===== src/design/dns_record_name_encoder_core_macros.svh =====
// Assertion macros for the DNS record name encoder modules.
`ifndef DNS_RECORD_NAME_ENCODER_CORE_MACROS_SVH
`define DNS_RECORD_NAME_ENCODER_CORE_MACROS_SVH

// Consequent must hold in the same cycle as the antecedent.
`define DNSENC_ASSERT_NOW(lbl, clk, rst, ante, cons, msg) \
  lbl: assert property (@(posedge clk) disable iff (rst) (ante) |-> (cons)) \
    else $error(msg);

// Consequent must hold in the cycle after the antecedent.
`define DNSENC_ASSERT_NEXT(lbl, clk, rst, ante, cons, msg) \
  lbl: assert property (@(posedge clk) disable iff (rst) (ante) |=> (cons)) \
    else $error(msg);

`endif


===== src/design/dnsenc_pkg.sv =====
// Types, constants and helper functions of the DNS record name encoder.
package dnsenc_pkg;

  localparam int LABEL_MAX_DEFAULT = 48;

  localparam logic [7:0] SEPARATOR = 8'h2E;

  // Configuration register indexes.
  localparam int CFG_IDX_W = 2;
  localparam logic [CFG_IDX_W-1:0] CFG_WITH_ADDRESS = 2'd0;
  localparam logic [CFG_IDX_W-1:0] CFG_ADDRESS      = 2'd1;
  localparam logic [CFG_IDX_W-1:0] CFG_OTHER_TYPE   = 2'd2;

  // Output byte sources.
  localparam logic [1:0] EMIT_LEN   = 2'd0;
  localparam logic [1:0] EMIT_LABEL = 2'd1;
  localparam logic [1:0] EMIT_ZERO  = 2'd2;
  localparam logic [1:0] EMIT_TRAIL = 2'd3;

  // Fixed record fields.
  localparam logic [7:0] TYPE_A     = 8'd1;
  localparam logic [7:0] CLASS_IN   = 8'd1;
  localparam logic [7:0] ADDR_TTL   = 8'd120;
  localparam logic [7:0] ADDR_RDLEN = 8'd4;

  localparam int TRAIL_W = 4;
  localparam logic [TRAIL_W-1:0] TRAIL_LAST_ADDR  = 4'd13;
  localparam logic [TRAIL_W-1:0] TRAIL_LAST_OTHER = 4'd9;

  typedef struct packed {
    logic       take;
    logic       emit;
    logic [1:0] emit_sel;
    logic       idx_clr;
    logic       idx_inc;
    logic       len_clr;
    logic       tidx_clr;
    logic       tidx_inc;
    logic       rec_done;
  } dnsenc_cmd_t;

  typedef struct packed {
    logic in_dot;
    logic in_last;
    logic out_free;
    logic len_zero;
    logic idx_last;
    logic trail_last;
    logic last_r;
  } dnsenc_status_t;

  // Byte k of the part of the record that follows the name's zero byte.
  function automatic logic [7:0] trailer_byte(input logic                with_addr,
                                              input logic [TRAIL_W-1:0]  k,
                                              input logic [31:0]         addr,
                                              input logic [15:0]         typ);
    logic [7:0] b;
    b = 8'd0;
    if (with_addr) begin
      case (k)
        4'd1:    b = TYPE_A;
        4'd3:    b = CLASS_IN;
        4'd7:    b = ADDR_TTL;
        4'd9:    b = ADDR_RDLEN;
        4'd10:   b = addr[31:24];
        4'd11:   b = addr[23:16];
        4'd12:   b = addr[15:8];
        4'd13:   b = addr[7:0];
        default: b = 8'd0;
      endcase
    end else begin
      case (k)
        4'd0:    b = typ[15:8];
        4'd1:    b = typ[7:0];
        4'd3:    b = CLASS_IN;
        default: b = 8'd0;
      endcase
    end
    return b;
  endfunction

endpackage


===== src/design/dnsenc_ram.sv =====
// Generic memory with one write port and one registered read port.
module dnsenc_ram #(
  parameter int WIDTH = 8,
  parameter int DEPTH = 48
) (
  input  logic                                  clk,
  input  logic                                  we,
  input  logic [((DEPTH > 1) ? $clog2(DEPTH) : 1)-1:0] waddr,
  input  logic [WIDTH-1:0]                      wdata,
  input  logic [((DEPTH > 1) ? $clog2(DEPTH) : 1)-1:0] raddr,
  output logic [WIDTH-1:0]                      rdata
);

  logic [WIDTH-1:0] mem [DEPTH];

  always_ff @(posedge clk) begin
    if (we) begin
      mem[waddr] <= wdata;
    end
    rdata <= mem[raddr];
  end

endmodule


===== src/design/dnsenc_dp.sv =====
// Datapath: label memory, counters, configuration registers and output register.
module dnsenc_dp import dnsenc_pkg::*; #(
  parameter int LABEL_MAX = LABEL_MAX_DEFAULT
) (
  input  logic                 clk,
  input  logic                 rst,
  input  dnsenc_cmd_t          cmd,
  output dnsenc_status_t       st,
  input  logic [7:0]           ch,
  input  logic                 last,
  output logic                 out_valid,
  input  logic                 out_ready,
  output logic [7:0]           out_byte,
  output logic                 end_of_record,
  output logic                 overflow,
  input  logic                 cfg_valid,
  output logic                 cfg_ready,
  input  logic [CFG_IDX_W-1:0] cfg_index,
  input  logic [31:0]          cfg_data
);

  localparam int AW = (LABEL_MAX > 1) ? $clog2(LABEL_MAX) : 1;
  localparam int LW = $clog2(LABEL_MAX + 1);

  logic [LW-1:0]      len;
  logic [LW-1:0]      idx;
  logic [TRAIL_W-1:0] tidx;
  logic               dropped;
  logic               last_r;
  logic               with_address;
  logic [31:0]        address;
  logic [15:0]        other_type_code;
  logic               in_dot;
  logic               room;
  logic               store_we;
  logic [7:0]         rd_data;
  logic [7:0]         emit_byte;

  assign in_dot   = (ch == SEPARATOR);
  assign room     = (len < LW'(LABEL_MAX));
  assign store_we = cmd.take && !in_dot && room;

  dnsenc_ram #(
    .WIDTH(8),
    .DEPTH(LABEL_MAX)
  ) u_label_ram (
    .clk  (clk),
    .we   (store_we),
    .waddr(len[AW-1:0]),
    .wdata(ch),
    .raddr(idx[AW-1:0]),
    .rdata(rd_data)
  );

  assign cfg_ready = 1'b1;

  always_ff @(posedge clk) begin
    if (rst) begin
      with_address    <= 1'b1;
      address         <= 32'd0;
      other_type_code <= 16'd0;
    end else if (cfg_valid) begin
      case (cfg_index)
        CFG_WITH_ADDRESS: with_address    <= cfg_data[0];
        CFG_ADDRESS:      address         <= cfg_data;
        CFG_OTHER_TYPE:   other_type_code <= cfg_data[15:0];
        default:          ;
      endcase
    end
  end

  always_ff @(posedge clk) begin
    if (rst) begin
      len     <= '0;
      idx     <= '0;
      tidx    <= '0;
      dropped <= 1'b0;
      last_r  <= 1'b0;
    end else begin
      if (cmd.take) begin
        last_r <= last;
        if (store_we) begin
          len <= len + LW'(1);
        end else if (!in_dot) begin
          dropped <= 1'b1;
        end
      end
      if (cmd.len_clr) begin
        len <= '0;
      end
      if (cmd.idx_clr) begin
        idx <= '0;
      end else if (cmd.idx_inc) begin
        idx <= idx + LW'(1);
      end
      if (cmd.tidx_clr) begin
        tidx <= '0;
      end else if (cmd.tidx_inc) begin
        tidx <= tidx + TRAIL_W'(1);
      end
      if (cmd.rec_done) begin
        dropped <= 1'b0;
      end
    end
  end

  always_comb begin
    case (cmd.emit_sel)
      EMIT_LEN:   emit_byte = 8'(len);
      EMIT_LABEL: emit_byte = rd_data;
      EMIT_ZERO:  emit_byte = 8'd0;
      EMIT_TRAIL: emit_byte = trailer_byte(with_address, tidx, address, other_type_code);
      default:    emit_byte = 8'd0;
    endcase
  end

  // The output register frees as soon as its byte is taken.
  always_ff @(posedge clk) begin
    if (rst) begin
      out_valid <= 1'b0;
    end else if (cmd.emit) begin
      out_valid <= 1'b1;
    end else if (out_ready) begin
      out_valid <= 1'b0;
    end
  end

  always_ff @(posedge clk) begin
    if (cmd.emit) begin
      out_byte      <= emit_byte;
      end_of_record <= cmd.rec_done;
      overflow      <= dropped;
    end
  end

  assign st.in_dot     = in_dot;
  assign st.in_last    = last;
  assign st.out_free   = !out_valid || out_ready;
  assign st.len_zero   = (len == '0);
  assign st.idx_last   = ((idx + LW'(1)) == len);
  assign st.trail_last = with_address ? (tidx == TRAIL_LAST_ADDR) : (tidx == TRAIL_LAST_OTHER);
  assign st.last_r     = last_r;

endmodule


===== src/design/dnsenc_ctrl.sv =====
// Controller state machine that sequences label flushes and the record trailer.
`include "dns_record_name_encoder_core_macros.svh"

module dnsenc_ctrl import dnsenc_pkg::*; (
  input  logic           clk,
  input  logic           rst,
  input  logic           in_valid,
  output logic           in_ready,
  input  dnsenc_status_t st,
  output dnsenc_cmd_t    cmd
);

  localparam logic [2:0] S_IDLE  = 3'd0;
  localparam logic [2:0] S_LEN   = 3'd1;
  localparam logic [2:0] S_RD    = 3'd2;
  localparam logic [2:0] S_BYTE  = 3'd3;
  localparam logic [2:0] S_ZERO  = 3'd4;
  localparam logic [2:0] S_TRAIL = 3'd5;

  logic [2:0] state;
  logic [2:0] state_next;

  always_ff @(posedge clk) begin
    if (rst) begin
      state <= S_IDLE;
    end else begin
      state <= state_next;
    end
  end

  always_comb begin
    state_next = state;
    in_ready   = 1'b0;
    cmd        = '0;
    case (state)
      S_IDLE: begin
        in_ready = 1'b1;
        if (in_valid) begin
          cmd.take = 1'b1;
          // A non-dot last character always leaves a non-empty label to flush.
          if (st.in_dot || st.in_last) begin
            state_next = S_LEN;
          end
        end
      end
      S_LEN: begin
        if (st.out_free) begin
          cmd.emit     = 1'b1;
          cmd.emit_sel = EMIT_LEN;
          cmd.idx_clr  = 1'b1;
          if (st.len_zero) begin
            cmd.len_clr = 1'b1;
            state_next  = st.last_r ? S_ZERO : S_IDLE;
          end else begin
            state_next = S_RD;
          end
        end
      end
      S_RD: begin
        state_next = S_BYTE;
      end
      S_BYTE: begin
        if (st.out_free) begin
          cmd.emit     = 1'b1;
          cmd.emit_sel = EMIT_LABEL;
          cmd.idx_inc  = 1'b1;
          if (st.idx_last) begin
            cmd.len_clr = 1'b1;
            state_next  = st.last_r ? S_ZERO : S_IDLE;
          end else begin
            state_next = S_RD;
          end
        end
      end
      S_ZERO: begin
        if (st.out_free) begin
          cmd.emit     = 1'b1;
          cmd.emit_sel = EMIT_ZERO;
          cmd.tidx_clr = 1'b1;
          state_next   = S_TRAIL;
        end
      end
      S_TRAIL: begin
        if (st.out_free) begin
          cmd.emit     = 1'b1;
          cmd.emit_sel = EMIT_TRAIL;
          cmd.tidx_inc = 1'b1;
          if (st.trail_last) begin
            cmd.rec_done = 1'b1;
            state_next   = S_IDLE;
          end
        end
      end
      default: begin
        state_next = S_IDLE;
      end
    endcase
  end

  `DNSENC_ASSERT_NEXT(a_dot_flushes, clk, rst, cmd.take && st.in_dot, state == S_LEN, "dot did not start a label flush")
  `DNSENC_ASSERT_NEXT(a_len_cleared, clk, rst, cmd.len_clr, st.len_zero, "label length not cleared after flush")
  `DNSENC_ASSERT_NEXT(a_record_closes, clk, rst, cmd.rec_done, (state == S_IDLE) && st.len_zero, "record end left pending state")

endmodule


===== src/design/dns_record_name_encoder_core.sv =====
// Top level of the DNS record name encoder: controller plus datapath.
//
// Usage: domain name characters arrive one per transfer on the input channel
// (ch, last). Each transfer of a dot, and the transfer marked last, yields
// wire bytes on the output channel (out_byte, end_of_record, overflow); the
// record's final byte carries end_of_record. The configuration channel
// (cfg_index, cfg_data) is always ready and must only be used while idle.
// Sequence: an ordinary character is stored while the label has room. A dot
// emits the label's length byte, then each label byte, each first read
// through the registered read port of the label memory. The last character
// then adds the zero byte and 14 trailer bytes in address mode, 10 otherwise.
// A single output register separates the channels: when the receiver stalls,
// the controller holds in its current state until the register frees, and a
// plain character is still accepted while an earlier byte waits.
// Reset clears the label length, drop flag, output valid and the state
// machine, and restores the configuration defaults; no memory clearing pass.
module dns_record_name_encoder_core import dnsenc_pkg::*; #(
  parameter int LABEL_MAX = LABEL_MAX_DEFAULT
) (
  input  logic                 clk,
  input  logic                 rst,
  input  logic                 in_valid,
  output logic                 in_ready,
  input  logic [7:0]           ch,
  input  logic                 last,
  output logic                 out_valid,
  input  logic                 out_ready,
  output logic [7:0]           out_byte,
  output logic                 end_of_record,
  output logic                 overflow,
  input  logic                 cfg_valid,
  output logic                 cfg_ready,
  input  logic [CFG_IDX_W-1:0] cfg_index,
  input  logic [31:0]          cfg_data
);

  dnsenc_cmd_t    cmd;
  dnsenc_status_t st;

  // The controller decides which byte goes out next; it never touches data.
  dnsenc_ctrl u_ctrl (
    .clk     (clk),
    .rst     (rst),
    .in_valid(in_valid),
    .in_ready(in_ready),
    .st      (st),
    .cmd     (cmd)
  );

  // The datapath stores the label, holds configuration and the output register.
  dnsenc_dp #(
    .LABEL_MAX(LABEL_MAX)
  ) u_dp (
    .clk          (clk),
    .rst          (rst),
    .cmd          (cmd),
    .st           (st),
    .ch           (ch),
    .last         (last),
    .out_valid    (out_valid),
    .out_ready    (out_ready),
    .out_byte     (out_byte),
    .end_of_record(end_of_record),
    .overflow     (overflow),
    .cfg_valid    (cfg_valid),
    .cfg_ready    (cfg_ready),
    .cfg_index    (cfg_index),
    .cfg_data     (cfg_data)
  );

endmodule

===== config.mk =====
export PLATFORM = sky130hd
export DESIGN_NAME = dns_record_name_encoder_core
export DESIGN_NICKNAME = d
export VERILOG_FILES = /design/src/design/dnsenc_pkg.sv /design/src/design/dnsenc_ram.sv /design/src/design/dnsenc_dp.sv /design/src/design/dnsenc_ctrl.sv /design/src/design/dns_record_name_encoder_core.sv
export VERILOG_INCLUDE_DIRS = /design/src /design/src/design
export SDC_FILE = /design/constraint.sdc
export NUM_CORES = 1
export LEC_CHECK = 0
export BUFFER_PORTS_ARGS = -buffer_cell sky130_fd_sc_hd__buf_2
export CAP_MARGIN = 40
export CORE_MARGIN = 1
export CORE_UTILIZATION = 30
export CTS_CLUSTER_SIZE = 8
export DETAILED_ROUTE_END_ITERATION = 8
export PLACE_DENSITY = 0.48
export SLEW_MARGIN = 5
export SYNTH_ARGS = -nofsm -noshare
export SYNTH_HDL_FRONTEND = slang
export SYNTH_SLANG_ARGS = --single-unit

===== constraint.sdc =====
create_clock -name clk -period 3.3 [get_ports clk]
set_input_delay 0.33 -clock clk [delete_from_list [all_inputs] [get_ports clk]]
set_output_delay 0.33 -clock clk [all_outputs]
set_load 0.03 [all_outputs]

# Word-level counts from Yosys, hierarchy flattened

Memories as Yosys holds them, arrays and structs flattened. A register that Yosys moved wholly into a read port is not among the register bits.
Cells that the tools add are included.

Register bits: 81
Bits in writable memories: 384
Input bits: 48
Output and inout port bits: 13
Memories kept: 1

Add/subtract/negate cells: 3
Magnitude comparators: 1
Equality and inequality tests: 27
Multiplexer cells: 40
Bitwise logic cells: 2
Reduce and logical (&&, ||, !) cells: 23

Memories:

| name                 | words | width | rd ports | clocked after Yosys merged registers in | wr ports | RTL line         | source |
|---|---|---|---|---|---|---|---|
| u_dp.u_label_ram.mem | 48    | 8     | 1        | 1                                       | 1        | dnsenc_ram.sv:14 | `logic [WIDTH-1:0] mem [DEPTH];` |

Operator list:

| cell                                          | count |
|---|---|
| case mux 8 bit (7 select lines)               | 1 |
| 2-to-1 mux 3 bit                              | 13 |
| case mux 8 bit (4 select lines)               | 1 |
| case mux 8 bit (3 select lines)               | 1 |
| == test 4 bit, second input constant          | 5 |
| case mux 3 bit (6 select lines)               | 1 |
| 2-to-1 mux 1 bit                              | 16 |
| adder 6 x 1 -> 6 bit, second input constant   | 2 |
| inequality test 2 bit, second input constant  | 6 |
| case mux 3 bit (4 select lines)               | 1 |
| OR reduction 2 bit                            | 5 |
| == test 8 x 6 -> 1 bit, second input constant | 1 |
| 2-to-1 mux 8 bit                              | 1 |
| AND reduction 2 bit                           | 4 |
| AND reduction 7 bit                           | 1 |
| == test 2 bit, second input constant          | 3 |
| == test 3 x 2 -> 1 bit, second input constant | 2 |
| == test 3 bit, second input constant          | 2 |
| == test 6 bit                                 | 1 |
| zero test 6 bit                               | 1 |
| < comparator 6 bit, second input constant     | 1 |
| 2-to-1 mux 2 bit                              | 3 |
| adder 4 x 1 -> 4 bit, second input constant   | 1 |
| == test 2 x 1 -> 1 bit, second input constant | 2 |
| other kinds (16)                              | 21 |

# Logic depth before layout (Yosys ltp)

Gate-level depths: netlist of run 1.

Depth after elaboration: 6
Gate-level depth with buffers: 8
Mapped depth without buffers: 7

# By module

From an unflattened synthesis of run 1, not the netlist that was laid out.

Cells, all modules: 1,290
Area, all modules: 19,344.8 um2

Modules (own cells, without submodules):

| module      | instances | cells an instance | area each (um2) | sequential area each (um2) |
|---|---|---|---|---|
| dnsenc_ram  | 1         | 793               | 15,349.7        | 11,691.2 |
| dnsenc_dp   | 1         | 451               | 3,677.3         | 1,661.6 |
| dnsenc_ctrl | 1         | 46                | 317.8           | 60.1 |

# Worst setup path after synthesis of run 1

OpenSTA, ideal clock, no wires.

Path kind: register to register
Start: register u_ctrl.state[2]
End: memory u_dp.u_label_ram.mem[42][0], enable pin
Library setup time: 370 ps
Arrival time: 2,069 ps
Required time: 2,930 ps
Slack: 861 ps
Cell stages (with the launch flop): 5
Cells stage by stage: dfxtp_1 or4b_4 a211oi_1 nand4_1 nor2_1

Longest elaborated chain between the ends: 6

Ends and longest elaborated chain:

| item                                   | RTL line          | source |
|---|---|---|
| start, declared                        | dnsenc_ctrl.sv:20 | `logic [2:0] state;` |
| start signal, assigned                 | dnsenc_ctrl.sv:27 | `state <= state_next;` |
| zero test 3 bit                        | dnsenc_ctrl.sv:35 | `case (state)` |
| 2-to-1 mux 1 bit                       | dnsenc_ctrl.sv:35 |  |
| logical AND 1 bit (2 in series)        | dnsenc_dp.sv:41   | `assign store_we = cmd.take && !in_dot && room;` |
| 2-to-1 mux 1 bit                       | dnsenc_ram.sv:17  | `if (we) begin` |
| 2-to-1 mux 1 bit (implied by the code) | dnsenc_ram.sv:18  | `mem[waddr] <= wdata;` |
| end, declared                          | dnsenc_ram.sv:14  |  |

No other way between the ends.

# Worst setup path after layout of run 1

Start: register u_ctrl.state[2]
End: memory u_dp.u_label_ram.mem[14][2], enable pin

The elaborated chain is that of the path after synthesis.

==> results of run 1 <==
power breakdown:
group          switching (W)  internal (W)
clock                0.00254       0.00391
combinational       0.000384      0.000187
sequential         0.0000617       0.00657
total                0.00299        0.0107
flip-flops by register name, summed over array words and instances, names as in the netlist, 3 cells and up:
| register | count |
|---|---|
| u_ctrl.state | 3 |
| u_dp.address | 32 |
| u_dp.idx | 6 |
| u_dp.len | 6 |
| u_dp.other_type_code | 16 |
| u_dp.out_byte | 8 |
| u_dp.tidx | 4 |
| u_dp.u_label_ram.mem | 384 |
| u_dp.u_label_ram.rdata | 8 |
cell usage in the layout, fill, tap and decap left out, types with 10 or more instances in the layout:
cell,synthesis,final
edfxtp_1,394,394
dfxtp_1,79,76
mux4_2,104,104
nor3_1,15,15
clkbuf_1,44,21
clkbuf_16,0,71
nand3_1,41,41
nand2b_1,35,35
a21oi_1,63,63
xor2_1,10,10
dlygate4sd3_1,0,33
buf_4,7,58
buf_2,22,59
xnor2_1,10,10
o21ai_0,20,20
a22oi_1,15,15
nor2_1,80,80
nand2_1,167,167
worst register-to-register path, stage by stage, from the launching register on:
cell,delay (ns)
dfxtp_1,0.40
or4b_4,0.65
a2111oi_4,0.44
nand3_1,0.39
nor2_1,0.66
what timing repair did:
| item | CTS | global route |
|---|---|---|
| buffers inserted | 0 | 0 |
| setup endpoints to repair | 0 | 0 |
| endpoints found under the hold margin | 49 | 0 |
| hold buffers | 33 | 0 |
layer usage:
layer	GRT usage (%)	up-vias
met2	24.7	327
met1	21.2	5504
li1	-	4981
met5	0	-
met4	5.47	4
met3	4.15	75
worst max-delay path by stage:
stage,end,slack (ns)
detailed placement,u_dp.u_label_ram.mem[36][7],0.34
global route,u_dp.u_label_ram.mem[14][1],0.17
finish,u_dp.u_label_ram.mem[14][2],0.37
CTS,u_dp.u_label_ram.mem[20][0],0.36
global placement,u_dp.u_label_ram.mem[4][4],0.47
floorplan,u_dp.u_label_ram.mem[42][0],0.86
per-stage QoR:
stage               total power (W)  setup WS (ns)
floorplan                   0.00699          0.861
global placement            0.00728          0.473
detailed placement          0.00729          0.345
CTS                          0.0138          0.358
global route                 0.0141          0.170
finish                       0.0137          0.374
kinds of logic (layout without fill, tap and decap cells):
| family | after synthesis | after routing | share of synthesized area [%] |
|---|---|---|---|
| buffers and inverters | 88 | 261 | 2.05 |
| xor gates and xnor gates | 20 | 20 | 0.916 |
| and+or+nand+nor | 391 | 391 | 9.51 |
| other | 1 | 3 | 0.0196 |
| adders and majority gates | 7 | 7 | 0.458 |
| AOI/OAI and AO/OA | 141 | 141 | 4.62 |
| DFF | 473 | 473 | 70.1 |
| muxes | 105 | 105 | 12.3 |
layout make-up:
type                    count  area [um2]  area share [%]
well taps                 846        1060            4.61
repair buffers            155        1160            5.04
flip-flops and latches    473       13400            58.5
clock inverters             7         103           0.447
diodes                      2        5.00          0.0218
clock buffers              92        1860            8.09
inverters                   7        26.3           0.114
multi-input cells         665        5320            23.2
==> flow_summary.json, run 1 <==
{
  "synth_edf_count": 394,
  "met2_length_um": 23300,
  "endpoint_kind": "register",
  "drive_gt1_share_pct": 22.5,
  "clk_pin_slew_worst_paths_ns": 0.05,
  "grt_pass1_vias": 11098,
  "netlist_top_cells_count": "edfxtp_1 (394), nand2_1 (167), mux4_2 (104)",
  "reg2regPathDepth": 4,
  "max-slew-margin-rel_pct": 41.3,
  "ys_types": 56,
  "final_cell_area_um2": 22900,
  "post_cts_resized": 0,
  "slowest_delay_ns": 0.66,
  "yosysMostFrequentCell": "edfxtp_1",
  "viasPerCell": 4.85,
  "synth_warnings": 0,
  "wl_per_cell_um": 22.4,
  "dp_cells": 2113,
  "layout.nets": 1426,
  "ant_nets": 0,
  "whs_path_depth": 3,
  "dp_hpwl_um": 32400,
  "leakagePower_nw": 7.27,
  "rsz0062_at_grt": "no",
  "grt_max_degree": 49,
  "cp-start-kind": "register",
  "synthArstFlopShare_pct": 0,
  "finalWorstPathRequiredPeriod_ns": 2.93,
  "synthToLayoutAreaGrowth_pct": 20.0,
  "netlist_area_um2": 19100,
  "clkLatencyLatePin_ns": 0.60,
  "synth.net_count": 1281,
  "required_ns": 3.51,
  "drc": 0,
  "vias": 10891,
  "fmax_mhz": 342,
  "die_h_um": 254,
  "drt_wl_total_um": 50400,
  "grt-ovfl-total": 0,
  "final_cells": 2247,
  "antenna_found_initial": 8,
  "ir_drop_mv": 0.378,
  "synth_top_area_share_pct": 61.9,
  "highest_layer": "met5",
  "drt_iter0_drc": 1023,
  "path_depth": 4,
  "tightest_slew_ns": 0.877,
  "synth_top_flop_cell": "edfxtp_1",
  "startpoint": "u_ctrl.state[2]",
  "worst_clock_skew_ns": 0.0208,
  "die_area_um2": 64800,
  "hold-path-endpoint": "u_dp.last_r",
  "die_w_um": 254,
  "yosys-top-cells-area": "edfxtp_1 (62%), mux4_2 (12%), dfxtp_1 (8.3%), nand2_1 (3.3%), a21oi_1 (1.6%)",
  "start_util_pct": 30.3,
  "cts_tree": "built",
  "cts_root_buffer": "clkbuf_16",
  "critPathKind": "register to register",
  "finalSetupTns_ns": 0,
  "grt_use_total_pct": 15.8,
  "hp-class": "input port to register",
  "ys_seq_area_share_pct": 70.1,
  "coreArea_um2": 63100,
  "synthCells": 1226,
  "setup_viol": 0,
  "r2r-start": "u_ctrl.state[2]",
  "hold_viol": 0,
  "whs_ns": 0.0589,
  "synth_top_area_cell": "edfxtp_1",
  "gp_congestion": 0.847,
  "worstPathArrival_ns": 3.13,
  "grt_pass1_wl_um": 74300,
  "placementRows": 92,
  "critical_path.max_fanout": 12,
  "reg2reg_to": "u_dp.u_label_ram.mem[14][2]",
  "path_buf_inv": 0,
  "place_area_um2": 20700,
  "synth_area_per_cell_um2": 15.6,
  "htreeDepth": 3,
  "crit_slowest_cell": "nor2_1",
  "cts.sinks": 473,
  "path_cells": "or4b_4, a2111oi_4, nand3_1, nor2_1",
  "final_util_pct": 36.4,
  "io_pins": 61,
  "period_share_pct": 88.7,
  "port_buffers": 59,
  "cts_buffer_depth": 3,
  "min_from": "in_valid",
  "wl_met1_um": 22800,
  "numCtsBuffers": 69,
  "met3WireLength_um": 3090,
  "maxSlewViolCount": 0,
  "maxCapViolCount": 0,
  "powerDensity_nw_per_um2": 595,
  "ys_ff_latch": 473,
  "drt-pass1-iter-count": 5,
  "crit_family": "simple AND/OR/NAND/NOR gates",
  "n_fill_cell": 5985,
  "rrSetupSlack_ns": 0.37,
  "status": "finished clean"
}
Note: power is estimated with default switching activity, not from simulation.
==> run 2, diff against run 1 <==
- SYNTH_HIERARCHICAL: not set -> 1
==> run 2 against run 1 <==
Effect of this change:
- via count is 3.8% higher
- sequential share of layout area is 0.13 points lower
- worst hold slack worse by 0.011 ns
- critical endpoint is now u_dp/u_label_ram/mem[27][3]
==> flow_summary.json, run 2 <==
{
  "drive_gt1_share_pct": 17.5,
  "whs_ns": 0.0480,
  "largest_reg_flops": 384,
  "required_ns": 3.51,
  "multi_input_area_um2": 5440,
  "cts_setup_buffers": 0,
  "status": "finished clean",
  "powerDensity_nw_per_um2": 609,
  "seqCellArea_um2": 13400,
  "grt_max_degree": 51,
  "synth.net_count": 1345,
  "reg2reg_to": "u_dp/u_label_ram/mem[27][3]",
  "final_common_cell": "edfxtp_1",
  "dp_hpwl_um": 32500,
  "ys_ff_latch": 473,
  "final_cells": 2289,
  "synth_area_per_cell_um2": 15.0,
  "synth_top_flop_cell": "edfxtp_1",
  "drt_wl_total_um": 50600,
  "place_area_um2": 20700,
  "netlist_top_cells_count": "edfxtp_1 (394), mux2i_1 (134), nand2_1 (133)",
  "start_util_pct": 30.5,
  "min_from": "ch[7]",
  "wl_per_cell_um": 22.1,
  "drc": 0,
  "io_pins": 61,
  "synth_top_area_share_pct": 61.2,
  "cts.sinks": 473,
  "fin_ws_ns": 0.123,
  "critPathKind": "register to register",
  "maxCapViolCount": 0,
  "r2r-start": "u_ctrl/state[0]",
  "ys_seq_area_share_pct": 69.3,
  "hold_viol": 0,
  "layout.nets": 1476,
  "whs_path_depth": 1,
  "coreArea_um2": 63400,
  "clk_pin_slew_worst_paths_ns": 0.05,
  "cp-start-kind": "register",
  "startpoint": "u_ctrl/state[0]",
  "yosysMostFrequentCell": "edfxtp_1",
  "die_area_um2": 65500,
  "cpMostUsedCell": "inv_1",
  "ys_types": 57,
  "final_cell_mix": "edfxtp_1 (394), mux2i_1 (134), nand2_1 (133)",
  "synth_warnings": 6,
  "post-place-ws_ns": 0.193,
  "die_h_um": 256,
  "path_cells": "nor3_2, and2_1, inv_1, a221o_1, inv_1, buf_4, nand3_1, nor2_1",
  "grt_use_total_pct": 15.4,
  "viasPerCell": 4.94,
  "reg2regPathDepth": 8,
  "die_w_um": 256,
  "tightest_slew_ns": 0.901,
  "placementRows": 92,
  "max-slew-margin-rel_pct": 39.8,
  "cts_tree": "built",
  "synth_top_area_cell": "edfxtp_1",
  "antenna_found_initial": 0,
  "endpoint_kind": "register",
  "leakagePower_nw": 7.14,
  "fmax_mhz": 315,
  "clkLatencyLatePin_ns": 0.61,
  "cts_root_buffer": "clkbuf_16",
  "vias": 11310,
  "numCtsBuffers": 69,
  "setup_viol": 0,
  "hold-path-endpoint": "u_dp/u_label_ram/mem[43][7]",
  "largest_register": "u_dp/u_label_ram/mem",
  "n_antenna_cell": 0,
  "final_cell_area_um2": 23000,
  "drt_iter0_drc": 976,
  "worst_clock_skew_ns": 0.0555,
  "rrSetupSlack_ns": 0.12,
  "gp_congestion": 0.780,
  "critical_path.max_fanout": 8,
  "dp_cells": 2161,
  "grt_pass1_vias": 11503,
  "cts_buffer_depth": 3,
  "maxSlewViolCount": 0,
  "path_buf_inv": 3,
  "ant_nets": 0,
  "ir_drop_mv": 0.352,
  "port_buffers": 59,
  "grt-ovfl-total": 0,
  "reg_top3": "u_dp/u_label_ram/mem: 384 flops, u_dp/address: 32 flops, u_dp/other_type_code: 16 flops",
  "synth_edf_count": 394,
  "crit_family": "simple AND/OR/NAND/NOR gates",
  "drt-pass1-iter-count": 6,
  "crit_slowest_cell": "nor2_1",
  "period_share_pct": 96.3,
  "finalWorstPathRequiredPeriod_ns": 3.18,
  "synthToLayoutAreaGrowth_pct": 18.8,
  "synthCells": 1290,
  "grt_pass1_wl_um": 75300,
  "hp-class": "input port to register",
  "htreeDepth": 3,
  "yosys-top-cells-area": "edfxtp_1 (61%), dfxtp_1 (8.2%), mux2i_1 (6.9%), mux4_2 (4.7%), nand2_1 (2.6%)",
  "worstPathArrival_ns": 3.39,
  "n_fill_cell": 5960,
  "slowest_delay_ns": 0.74,
  "netlist_area_um2": 19300,
  "final_util_pct": 36.2,
  "synthArstFlopShare_pct": 0,
  "rsz0062_at_grt": "yes"
}
## run 2: power by group
group | switching [W] | internal [W]
sequential | 0.0000839 | 0.00663
clock | 0.00254 | 0.00383
combinational | 0.000623 | 0.000297
## run 2: timing repair
action | 4_1_cts | 5_1_grt
endpoints found under the setup margin | 0 | 34
hold buffers | 35 | 0
hold endpoints to repair | 55 | 0
gates resized for setup | 0 | 4
## run 2: through the flow
stage,setup TNS [ns],total power (W)
final,0,0.0140
after global routing,-0.435,0.0145
after detailed placement,0,0.00773
after floorplan,0,0.00731
after CTS,0,0.0142
after global placement,0,0.00772
## run 2: worst max-delay path by stage
| stage | depth (start not counted) | slack, ns | endpoint |
|---|---|---|---|
| after floorplan | 9 | 0.18 | u_dp/u_label_ram/mem[18][0] |
| after CTS | 8 | 0.17 | u_dp/u_label_ram/mem[27][3] |
| after global placement | 8 | 0.24 | u_dp/u_label_ram/mem[26][1] |
| final | 8 | 0.12 | u_dp/u_label_ram/mem[27][3] |
| after global routing | 8 | -0.03 | u_dp/u_label_ram/mem[27][4] |
| after detailed placement | 8 | 0.19 | u_dp/u_label_ram/mem[47][2] |
## run 2: cell families (layout without fill, tap and decap cells)
family | Yosys count | in the layout | share of synthesized area, %
flip-flops | 473 | 473 | 69.3
AND/OR/NAND/NOR | 288 | 288 | 6.77
adder cells (fa/ha/maj) | 7 | 7 | 0.453
multiplexers | 174 | 174 | 11.6
other | 1 | 1 | 0.0194
XOR/XNOR | 19 | 19 | 0.860
buffers and inverters | 99 | 252 | 2.65
AO/OA/AOI/OAI | 229 | 229 | 8.32
## run 2: cell type report
type	instances	share of cell area, %
clock buffers	85	7.82
clock inverters	8	0.642
inverters	12	0.196
multi-input cells	718	23.7
flip-flops and latches	473	58.4
well taps	846	4.60
repair buffers	147	4.70
## run 2: metal layers
layer / vias up / global-route usage [%] / routed length (um)
met5: - / 0 / 0
met4: 0 / 5.36 / 1400
met3: 87 / 2.97 / 2150
met2: 278 / 24.6 / 24200
met1: 5717 / 20.9 / 22900
li1: 5228 / - / -
